## config.mk

```make
export PLATFORM = sky130hd
export DESIGN_NAME = stack_with_search_and_extremes_core
export DESIGN_NICKNAME = d
export VERILOG_FILES = /design/src/rtl/core/swse_pkg.sv /design/src/rtl/core/stack_with_search_and_extremes_core.sv /design/src/rtl/core/swse_ctrl.sv /design/src/rtl/core/swse_dpath.sv
export SDC_FILE = /design/constraint.sdc
export NUM_CORES = 2
export LEC_CHECK = 0
export ABC_AREA = 1
export BUFFER_PORTS_ARGS = -buffer_cell sky130_fd_sc_hd__clkbuf_2
export CORE_ASPECT_RATIO = 1.2
export CORE_UTILIZATION = 63
export CTS_BUF_LIST = sky130_fd_sc_hd__clkbuf_16
export CTS_CLUSTER_DIAMETER = 200
export CTS_CLUSTER_SIZE = 30
export DETAILED_ROUTE_END_ITERATION = 10
export PLACE_DENSITY_LB_ADDON = 0.05
export SETUP_SLACK_MARGIN = 0.3
export SLEW_MARGIN = 10
export SYNTH_ARGS = -nofsm -noshare
export SYNTH_HDL_FRONTEND = slang
export SYNTH_SLANG_ARGS = --single-unit
```

## constraint.sdc

```tcl
create_clock -name clk -period 5.9 [get_ports clk]
set_clock_uncertainty 0.2 [all_clocks]
set_input_delay 1.18 -clock clk [delete_from_list [all_inputs] [get_ports clk]]
set_output_delay 1.18 -clock clk [all_outputs]
set_load 0.01 [all_outputs]
```

## src/rtl/core/swse_pkg.sv

```systemverilog
`timescale 1ns / 1ps

package swse_pkg;

  localparam int unsigned DEPTH   = 64;
  localparam int unsigned LEVEL_W = $clog2(DEPTH + 1);
  localparam int unsigned ADDR_W  = $clog2(DEPTH);
  localparam int unsigned WORD_W  = 32;
  localparam int unsigned OP_W    = 3;
  localparam int unsigned POS_W   = 7;
  localparam int unsigned CNT_W   = 7;

  typedef enum logic [OP_W-1:0] {
    OP_PUSH     = 3'd0,
    OP_POP      = 3'd1,
    OP_CLEAR    = 3'd2,
    OP_REPORT   = 3'd3,
    OP_FIND_POS = 3'd4,
    OP_FIND_VAL = 3'd5
  } op_t;

  typedef enum logic [1:0] {
    ST_OK        = 2'd0,
    ST_EMPTY     = 2'd1,
    ST_FULL      = 2'd2,
    ST_NOT_FOUND = 2'd3
  } status_t;

  typedef enum logic [1:0] {
    S_IDLE,
    S_DECODE,
    S_SCAN,
    S_FINISH
  } state_t;

  // controller to datapath
  typedef struct packed {
    logic load;
    logic pos_read;
    logic scan_start;
    logic scan_run;
    logic finish;
  } cmd_t;

  // datapath to controller
  typedef struct packed {
    logic [OP_W-1:0] op;
    logic            empty;
    logic            scan_done;
    logic            out_free;
  } stat_t;

endpackage

```

## src/rtl/core/stack_with_search_and_extremes_core.sv

```systemverilog
`timescale 1ns / 1ps

// bounded lifo stack of 64 signed 32-bit words with search and extreme queries
// input channel: operation, value, position with in_valid / in_stall; an item
//   is taken at a clock edge with in_valid high and in_stall low
// output channel: status, fill_level and the query fields with out_valid /
//   out_stall; exactly one result item per input item, in order
// sequence: push, pop, clear, unused codes, find by position and any query on
//   an empty stack go from acceptance through decode to the finish step;
//   report and find by value on a non-empty stack walk the stored entries
//   one per cycle through the single read port before the finish step
// one item at a time: a new item is taken only once the last one has left
//   its finish step and the controller is back in idle
// a finished result sits in the output register while the next item is
//   taken; a stalled receiver holds the result and the following item waits
//   in its last step until the register frees up
// reset (rst, synchronous) empties the stack and drops out_valid; the entry
//   memory is not cleared, entries above the fill level are never returned
module stack_with_search_and_extremes_core (
  input  logic                                clk,
  input  logic                                rst,
  input  logic                                in_valid,
  output logic                                in_stall,
  input  logic [swse_pkg::OP_W-1:0]           operation,
  input  logic signed [swse_pkg::WORD_W-1:0]  value,
  input  logic [swse_pkg::POS_W-1:0]          position,
  output logic                                out_valid,
  input  logic                                out_stall,
  output logic [1:0]                          status,
  output logic [swse_pkg::LEVEL_W-1:0]        fill_level,
  output logic signed [swse_pkg::WORD_W-1:0]  entry_value,
  output logic signed [swse_pkg::WORD_W-1:0]  max_value,
  output logic signed [swse_pkg::WORD_W-1:0]  min_value,
  output logic                                found,
  output logic [swse_pkg::POS_W-1:0]          match_position,
  output logic [swse_pkg::CNT_W-1:0]          match_count
);

  swse_pkg::cmd_t  cmd;
  swse_pkg::stat_t stat;

  swse_ctrl u_ctrl (
    .clk      (clk),
    .rst      (rst),
    .in_valid (in_valid),
    .in_stall (in_stall),
    .stat     (stat),
    .cmd      (cmd)
  );

  swse_dpath u_dpath (
    .clk            (clk),
    .rst            (rst),
    .cmd            (cmd),
    .stat           (stat),
    .operation      (operation),
    .value          (value),
    .position       (position),
    .out_valid      (out_valid),
    .out_stall      (out_stall),
    .status         (status),
    .fill_level     (fill_level),
    .entry_value    (entry_value),
    .max_value      (max_value),
    .min_value      (min_value),
    .found          (found),
    .match_position (match_position),
    .match_count    (match_count)
  );

endmodule

```

## src/rtl/core/swse_ctrl.sv

```systemverilog
`timescale 1ns / 1ps

module swse_ctrl (
  input  logic           clk,
  input  logic           rst,
  input  logic           in_valid,
  output logic           in_stall,
  input  swse_pkg::stat_t stat,
  output swse_pkg::cmd_t  cmd
);

  swse_pkg::state_t state, state_next;

  always_ff @(posedge clk) begin
    if (rst) begin
      state <= swse_pkg::S_IDLE;
    end else begin
      state <= state_next;
    end
  end

  always_comb begin
    state_next = state;
    cmd        = '0;
    in_stall   = 1'b1;
    unique case (state)
      swse_pkg::S_IDLE: begin
        in_stall = 1'b0;
        if (in_valid) begin
          cmd.load   = 1'b1;
          state_next = swse_pkg::S_DECODE;
        end
      end
      swse_pkg::S_DECODE: begin
        if (stat.op == swse_pkg::OP_FIND_POS) begin
          cmd.pos_read = 1'b1;
        end
        if ((stat.op == swse_pkg::OP_REPORT || stat.op == swse_pkg::OP_FIND_VAL)
            && !stat.empty) begin
          cmd.scan_start = 1'b1;
          state_next     = swse_pkg::S_SCAN;
        end else begin
          state_next = swse_pkg::S_FINISH;
        end
      end
      swse_pkg::S_SCAN: begin
        cmd.scan_run = 1'b1;
        if (stat.scan_done) begin
          state_next = swse_pkg::S_FINISH;
        end
      end
      swse_pkg::S_FINISH: begin
        if (stat.out_free) begin
          cmd.finish = 1'b1;
          state_next = swse_pkg::S_IDLE;
        end
      end
      default: begin
        state_next = swse_pkg::S_IDLE;
      end
    endcase
  end

endmodule

```

## src/rtl/core/swse_dpath.sv

```systemverilog
`timescale 1ns / 1ps

module swse_dpath (
  input  logic                                clk,
  input  logic                                rst,
  input  swse_pkg::cmd_t                      cmd,
  output swse_pkg::stat_t                     stat,
  input  logic [swse_pkg::OP_W-1:0]           operation,
  input  logic signed [swse_pkg::WORD_W-1:0]  value,
  input  logic [swse_pkg::POS_W-1:0]          position,
  output logic                                out_valid,
  input  logic                                out_stall,
  output logic [1:0]                          status,
  output logic [swse_pkg::LEVEL_W-1:0]        fill_level,
  output logic signed [swse_pkg::WORD_W-1:0]  entry_value,
  output logic signed [swse_pkg::WORD_W-1:0]  max_value,
  output logic signed [swse_pkg::WORD_W-1:0]  min_value,
  output logic                                found,
  output logic [swse_pkg::POS_W-1:0]          match_position,
  output logic [swse_pkg::CNT_W-1:0]          match_count
);

  logic signed [swse_pkg::WORD_W-1:0] mem [swse_pkg::DEPTH];

  logic [swse_pkg::OP_W-1:0]          op_q;
  logic signed [swse_pkg::WORD_W-1:0] val_q;
  logic [swse_pkg::POS_W-1:0]         pos_q;
  logic [swse_pkg::LEVEL_W-1:0]       level;

  logic                               rd_en;
  logic [swse_pkg::ADDR_W-1:0]        rd_addr;
  logic signed [swse_pkg::WORD_W-1:0] rd_data;

  logic [swse_pkg::LEVEL_W-1:0]       cnt;
  logic                               rd_pend;
  logic [swse_pkg::POS_W-1:0]         rd_pos;
  logic                               issue;

  logic                               have_ext;
  logic signed [swse_pkg::WORD_W-1:0] mx;
  logic signed [swse_pkg::WORD_W-1:0] mn;
  logic [swse_pkg::POS_W-1:0]         mpos;
  logic [swse_pkg::CNT_W-1:0]         mcnt;

  logic                               empty;
  logic                               full;
  logic                               bad_pos;
  logic                               wr_en;

  logic [1:0]                         res_status;
  logic [swse_pkg::LEVEL_W-1:0]       level_next;
  logic signed [swse_pkg::WORD_W-1:0] res_entry;
  logic signed [swse_pkg::WORD_W-1:0] res_max;
  logic signed [swse_pkg::WORD_W-1:0] res_min;
  logic                               res_found;
  logic [swse_pkg::POS_W-1:0]         res_mpos;
  logic [swse_pkg::CNT_W-1:0]         res_mcnt;

  assign empty   = (level == '0);
  assign full    = (level == swse_pkg::LEVEL_W'(swse_pkg::DEPTH));
  assign bad_pos = (pos_q == '0) || (swse_pkg::LEVEL_W'(pos_q) > level);
  assign issue   = cmd.scan_run && (cnt != level);
  assign rd_en   = cmd.pos_read || issue;

  // scan walks from the top of the stack downwards
  always_comb begin
    if (cmd.pos_read) begin
      rd_addr = swse_pkg::ADDR_W'(level - swse_pkg::LEVEL_W'(pos_q));
    end else begin
      rd_addr = swse_pkg::ADDR_W'(level - cnt - swse_pkg::LEVEL_W'(1));
    end
  end

  assign stat.op        = op_q;
  assign stat.empty     = empty;
  assign stat.scan_done = (cnt == level) && !rd_pend;
  assign stat.out_free  = !out_valid || !out_stall;

  assign wr_en = cmd.finish && (op_q == swse_pkg::OP_PUSH) && !full;

  always_ff @(posedge clk) begin
    if (wr_en) begin
      mem[swse_pkg::ADDR_W'(level)] <= val_q;
    end
    if (rd_en) begin
      rd_data <= mem[rd_addr];
    end
  end

  always_ff @(posedge clk) begin
    if (cmd.load) begin
      op_q  <= operation;
      val_q <= value;
      pos_q <= position;
    end
  end

  always_ff @(posedge clk) begin
    if (rst) begin
      level     <= '0;
      out_valid <= 1'b0;
      rd_pend   <= 1'b0;
      cnt       <= '0;
    end else begin
      if (cmd.finish) begin
        level     <= level_next;
        out_valid <= 1'b1;
      end else if (!out_stall) begin
        out_valid <= 1'b0;
      end
      if (cmd.scan_start) begin
        cnt     <= '0;
        rd_pend <= 1'b0;
      end else begin
        rd_pend <= issue;
        if (issue) begin
          cnt <= cnt + swse_pkg::LEVEL_W'(1);
        end
      end
    end
  end

  // accumulate on the registered read data
  always_ff @(posedge clk) begin
    if (cmd.scan_start) begin
      have_ext <= 1'b0;
      mpos     <= '0;
      mcnt     <= '0;
    end else begin
      if (issue) begin
        rd_pos <= swse_pkg::POS_W'(cnt + swse_pkg::LEVEL_W'(1));
      end
      if (rd_pend) begin
        have_ext <= 1'b1;
        if (!have_ext || rd_data > mx) begin
          mx <= rd_data;
        end
        if (!have_ext || rd_data < mn) begin
          mn <= rd_data;
        end
        if (rd_data == val_q) begin
          if (mcnt == '0) begin
            mpos <= rd_pos;
          end
          mcnt <= mcnt + swse_pkg::CNT_W'(1);
        end
      end
    end
  end

  always_comb begin
    res_status = swse_pkg::ST_OK;
    level_next = level;
    res_entry  = '0;
    res_max    = '0;
    res_min    = '0;
    res_found  = 1'b0;
    res_mpos   = '0;
    res_mcnt   = '0;
    case (op_q)
      swse_pkg::OP_PUSH: begin
        if (full) begin
          res_status = swse_pkg::ST_FULL;
        end else begin
          level_next = level + swse_pkg::LEVEL_W'(1);
        end
      end
      swse_pkg::OP_POP: begin
        if (empty) begin
          res_status = swse_pkg::ST_EMPTY;
        end else begin
          level_next = level - swse_pkg::LEVEL_W'(1);
        end
      end
      swse_pkg::OP_CLEAR: begin
        if (empty) begin
          res_status = swse_pkg::ST_EMPTY;
        end else begin
          level_next = '0;
        end
      end
      swse_pkg::OP_REPORT: begin
        if (empty) begin
          res_status = swse_pkg::ST_EMPTY;
        end else begin
          res_max = mx;
          res_min = mn;
        end
      end
      swse_pkg::OP_FIND_POS: begin
        if (empty) begin
          res_status = swse_pkg::ST_EMPTY;
        end else if (bad_pos) begin
          res_status = swse_pkg::ST_NOT_FOUND;
        end else begin
          res_entry = rd_data;
        end
      end
      swse_pkg::OP_FIND_VAL: begin
        if (empty) begin
          res_status = swse_pkg::ST_EMPTY;
        end else if (mcnt == '0) begin
          res_status = swse_pkg::ST_NOT_FOUND;
        end else begin
          res_found = 1'b1;
          res_mpos  = mpos;
          res_mcnt  = mcnt;
        end
      end
      default: begin
        res_status = swse_pkg::ST_OK;
      end
    endcase
  end

  always_ff @(posedge clk) begin
    if (cmd.finish) begin
      status         <= res_status;
      fill_level     <= level_next;
      entry_value    <= res_entry;
      max_value      <= res_max;
      min_value      <= res_min;
      found          <= res_found;
      match_position <= res_mpos;
      match_count    <= res_mcnt;
    end
  end

endmodule
```

* Yosys cells after proc, flatten, opt, wreduce, memory -nomap -nowiden
Memories as Yosys holds them, arrays and structs flattened. A register that Yosys moved wholly into a read port is not among the register bits. Index checks and enable logic that the tools add are counted.
Cells by class: add/subtract/negate cells 7, $lt $le $gt $ge 3, equal/unequal tests 16, mux-type cells 31, bitwise gates (word level) 4, reductions and logical operators 34
Operators with widths (count):
- 32-bit == test | 1
- 32-bit greater-than comparator | 1
- 32-bit less-than comparator | 1
- 7-bit by 1-bit adder with 7-bit output, second input constant | 3
- 7-bit logical NOT | 3
- 7-bit two-way mux | 3
- 7-bit one-hot mux with 3 select lines | 1
- 2-bit two-way mux | 9
- 2-bit one-hot mux with 4 select lines | 2
- 1-bit two-way mux | 15
- 3-bit AND reduction | 4
- 6-bit subtractor | 2
- 3-bit OR reduction | 3
- 7-bit == test | 1
- 7-bit == test, second input constant | 1
- 7-bit greater-than comparator | 1
- 7-bit != test | 1
- 7-bit by 1-bit subtractor with 7-bit output, second input constant | 1
- 3-bit by 2-bit == test with 1-bit output, second input constant | 2
- 3-bit == test, second input constant | 2
- 1-bit logical NOT | 6
- 1-bit logical OR | 6
- 6-bit two-way mux | 1
- 2-bit != test, second input constant | 3
- other kinds (11) | 22
Word-level totals: bits in registers 266, RAM bits 2048, bits of input ports 46, output and inout bits 122, memories kept 1
Memory list:
- u_dpath.mem | words 64, width 32, read ports 1, clocked after memory_dff 1, write ports 1, RTL line swse_dpath.sv:23 | logic signed [swse_pkg::WORD_W-1:0] mem [swse_pkg::DEPTH];

* Longest topological paths before layout
depth in word-level cells 8, gate-level depth with buffers 17

* Modules after synthesis
Synthesis repeated with hierarchy kept, for this count alone.
Unflattened totals: cell total of the unflattened synthesis 9485, area, all modules 100751.6 um^2
Modules (own cells, without submodules):
- swse_dpath | instances 1, cells an instance 9446, area an instance 100503.9 um^2
- swse_ctrl | instances 1, cells an instance 39, area an instance 247.7 um^2

* Least setup slack after synthesis
No wires, ideal clock.
kind input to register, start input out_stall, end register u_dpath.entry_value[0] (netlist bit) (enable), arrival 3.947 ns, path slack 1.281 ns, stages on the path 4, cells stage by stage nand2_1 nand2_1 clkbuf_1 inv_1
RTL lines:
- from (decl) | RTL line stack_with_search_and_extremes_core.sv:28 | input logic out_stall,
- to (signal assigned) | RTL line swse_dpath.sv:220 | entry_value <= res_entry;
- to (decl) | RTL line swse_dpath.sv:15 | output logic signed [swse_pkg::WORD_W-1:0] entry_value,

* Final worst setup path
start register u_dpath.level[0] (netlist bit), end register u_dpath.rd_data[6] (netlist bit) (read register of u_dpath.mem), data pin
Between the ends: longest elaborated chain between the ends 3, elaborated cells between the ends (all ways) 7, classes of those cells 3 x add/sub; 1 x eq/ne; 1 x mux; 2 x reduce/logical
RTL lines:
- from (decl) | RTL line swse_dpath.sv:28 | logic [swse_pkg::LEVEL_W-1:0] level;
- from (signal assigned) | RTL line swse_dpath.sv:106 | level <= level_next;
- 6-bit subtractor or 7-bit != test (tied branches) | RTL line swse_dpath.sv:70, swse_dpath.sv:62
- 6-bit by 1-bit subtractor with 6-bit output or 1-bit logical AND (tied branches) | RTL line swse_dpath.sv:70, swse_dpath.sv:62
- 6-bit two-way mux or 1-bit logical OR (tied branches) | RTL line swse_dpath.sv:67, swse_dpath.sv:63
- to (decl) | RTL line swse_dpath.sv:32 | logic signed [swse_pkg::WORD_W-1:0] rd_data;
Several ways; a longest one is shown, not always the timed one. A chain may end at the register's enable or synchronous reset.

==> impl_results.md <==
- Core ar.: 0.162 mm2
- CTS H-tree lvls: 3
- 1st-pass router iterations: 9
- Critical Path End Type: register
- CTS buffer count: 88
- CP required: 6.21 ns
- Clock period minus worst slack: 5.14 ns
- Layout area overhead: 6.21%
- CP startpoint kind: register
- Row count: 162
- Number of nets in the layout: 9872
- Post-synth EDFFs: 2313
- HPWL Detailed: 176000 um
- Net Count, Synth: 9906
- Max Cap Viol: 0
- Fin. max-slew vios: 0
- Die area: 0.165 mm2
- Setup Buffers After CTS: 0
- CTS tree: done
- CP dominant cell by count: nand3_1
- Post-cts resize count: 0
- Total grt overflow: 0
- Ys flop type: edfxtp_1
- Clock slew at reported path FFs: 0.12 ns
- Clock Latency Late Sink: 0.78 ns
- Max frequency: 0.194 GHz
- I/O pin count: 168
- Worst Path Arrival: 5.46 ns
- Final hold viol count: 0
- Worst min-delay path class: reg2reg
- Pin count of the biggest net entering global routing: 167
- Cells after Synth: 9767
- Vias in the first global route: 65600
- WP buf/inv: 4
- Worst path cell trace: inv_1 -> ha_1 -> inv_1 -> nand4_1 -> nand2_4 -> buf_12 -> buf_12 -> nand2_1 -> nand3_1 -> nand3_1 -> nand3_1 -> nand3_1 -> nand3_1 -> nand2_1
- Clock root cell: clkbuf_16
- P per Cell Area: 446 mW/mm2
- Async SR Flop Fraction: 0%
- Mapped cell area: 0.103 mm2
- Die width: 371 um
- Routed wire per std cell: 25.6 um
- Hold-fix buffers, CTS: 0
- Vias/cell: 5.93
- Die span in y: 445 um
- Seq/Total Area, Yosys: 68.2%
- CTS Sinks: 2346
- Layout cells sized above 1: 5.72%
- Final setup violation count: 0
- Gpl congestion: 0.917
- Status: finished, final reports clean
- Routed via count: 70500
- Routed wire length: 305000 um
- Post-route DRC: 0
- Worst Tran Pin Value: 1.32 ns
- Port Buffers: 167
- LEAKAGE: 45.5 nW
- Final period util: 87.2%
- Peak supply drop: 0.602 mV
- First-pass GRT wire length: 439000 um
- Clock buffer depth: 3
- Worst Path Max Fanout: 97
- Number of synthesis warnings: 0
- Crit Path Category: reg2reg
- Setup TNS: 0 ns
- RSZ-0062 raised after global routing: no
- Delay-heaviest family, CP: simple AND/OR/NAND/NOR gates
- DR iter-0 viols: 9767
- Avg Cell Area, Syn: 10.5 um2
- Relative slew margins: 12.1%
- Max incr delay on CP: 0.58 ns
- Detail Route Antenna Nets: 0
- Netlist cell types: 40
- Post-layout util: 67.3%
- Gr usage total: 36.8%
- Slowest stage cell, crit path: dfxtp_1
- Synth Register Bits: 2346
- Initial antenna violation count: 12
- Initial Util: 63.4%
stage by stage:
stage,power [mW],setup slack [ns],instances,area (um2),hold slack (ns)
5_1_grt,50.3,0.776,11900,109000,0.329
3_5_place_dp,40.8,0.953,11800,107000,0.274
3_3_place_gp,40.7,1.06,11800,107000,0.269
4_1_cts,48.3,0.947,11900,109000,0.291
6_report,48.8,0.757,11900,109000,0.298
2_1_floorplan,31.9,1.28,9767,103000,0.255
routing by layer:
layer	wire length, um	track usage [%]	part of all wire [%]
met1	110000	48.3	36
met2	141000	57.6	46
met3	33000	6.27	11
met4	21500	22.8	7.1
met5	27	0	0.0089
Yosys cell counts, types with 3 or more instances:
master    instances  area, um2
xnor2_1          14        123
nand3b_1        163       1220
o211ai_1          5       37.5
nand2_1        2184       8200
nor3_1           21        105
nand3_1        2029      10200
clkbuf_1        176        661
nor2_1          250        938
a21oi_1          64        320
xor2_1           18        158
or2_2            11       68.8
nor4_1            5       31.3
buf_1            55        206
inv_1          1984       7450
o21ai_0          37        185
inv_2             3       11.3
buf_6             4       45.0
o21a_1            3       22.5
edfxtp_1       2313      69500
buf_2           250       1250
o21bai_1          3       22.5
ha_1             91       1140
dfxtp_1          33        661
nand4_1          25        156
path summary, 6_finish.rpt:
path,from,endpoint,slack [ns],cells past startpoint
worst min-delay path,u_dpath.cnt[4]$_SDFFE_PP0P_,u_dpath.cnt[4]$_SDFFE_PP0P_,0.30,2
worst max-delay path,u_dpath.level[0]$_SDFFE_PP0P_,u_dpath.rd_data[6]$_DFFE_PP_,0.76,14
worst max register to register,u_dpath.level[0]$_SDFFE_PP0P_,u_dpath.rd_data[6]$_DFFE_PP_,0.76,14
worst min register to register,u_dpath.cnt[4]$_SDFFE_PP0P_,u_dpath.cnt[4]$_SDFFE_PP0P_,0.30,2
tightest hold or removal path, delay by kind of cell, from the launching register on:
| kind | cells | cell delay [ns] |
|---|---|---|
| AO/OA/AOI/OAI | 1 | 0.05 |
| AND/OR/NAND/NOR | 1 | 0.06 |
| flip-flops | 1 | 0.34 |
cell type report:
| class | count | area [um2] |
|---|---|---|
| repair buffers | 363 | 2920 |
| multi-input cells | 4945 | 23700 |
| fillers | 12200 | 53100 |
| inverters | 1989 | 7480 |
| diodes | 4 | 10.0 |
| clock inverters | 24 | 174 |
| clock buffers | 88 | 2200 |
| flip-flops and latches | 2346 | 70100 |
| well taps | 2132 | 2670 |
logic make-up after synthesis:
family,share of synthesized area (%)
and+or+nand+nor,20.4
buffers and inverters,9.38
xor gates and xnor gates,0.272
AOI/OAI and AO/OA,0.668
adders and majority gates,1.15
DFF,68.2
where the power goes:
part           switching (mW)  internal, mW
combinational            16.0          4.85
sequential              0.504          19.7
clock                    4.94          2.75
cell usage in the layout (no fill, tap or decap), types with 3 or more instances in the layout:
master and n:
inv_2 3, nand2_2 3, o21ai_4 4, nand4_1 25, nor2_4 65, nor2_1 185, edfxtp_1 2313, inv_6 5
xor2_1 18, o21bai_1 3, buf_16 3, dfxtp_1 33, or2_2 11, diode_2 4, clkinv_8 3, clkbuf_2 167
a21oi_1 63, nand3b_1 163, nor3_1 20, buf_12 44, xnor2_1 14, o21ai_0 35, clkbuf_16 88, o211ai_1 5
buf_4 149, nand2_1 2180, inv_1 1997, nand3_1 2028, o21a_1 3, ha_1 91, nor4_1 5
sequential cells by signal, summed over array words and instances (netlist names), 2 cells and up:
register and count:
u_dpath.status 2, u_dpath.level 7, u_dpath.mx 32, u_dpath.match_count 7, u_dpath.min_value 32, u_dpath.mem 2048
u_dpath.fill_level 7, u_dpath.pos_q 7, u_dpath.mn 32, u_dpath.mcnt 7, u_ctrl.state 2, u_dpath.match_position 7
u_dpath.rd_pos 7, u_dpath.entry_value 32, u_dpath.mpos 7, u_dpath.op_q 3, u_dpath.rd_data 32, u_dpath.cnt 7
u_dpath.val_q 32, u_dpath.max_value 32
Note: power is estimated with default switching activity, not from simulation.
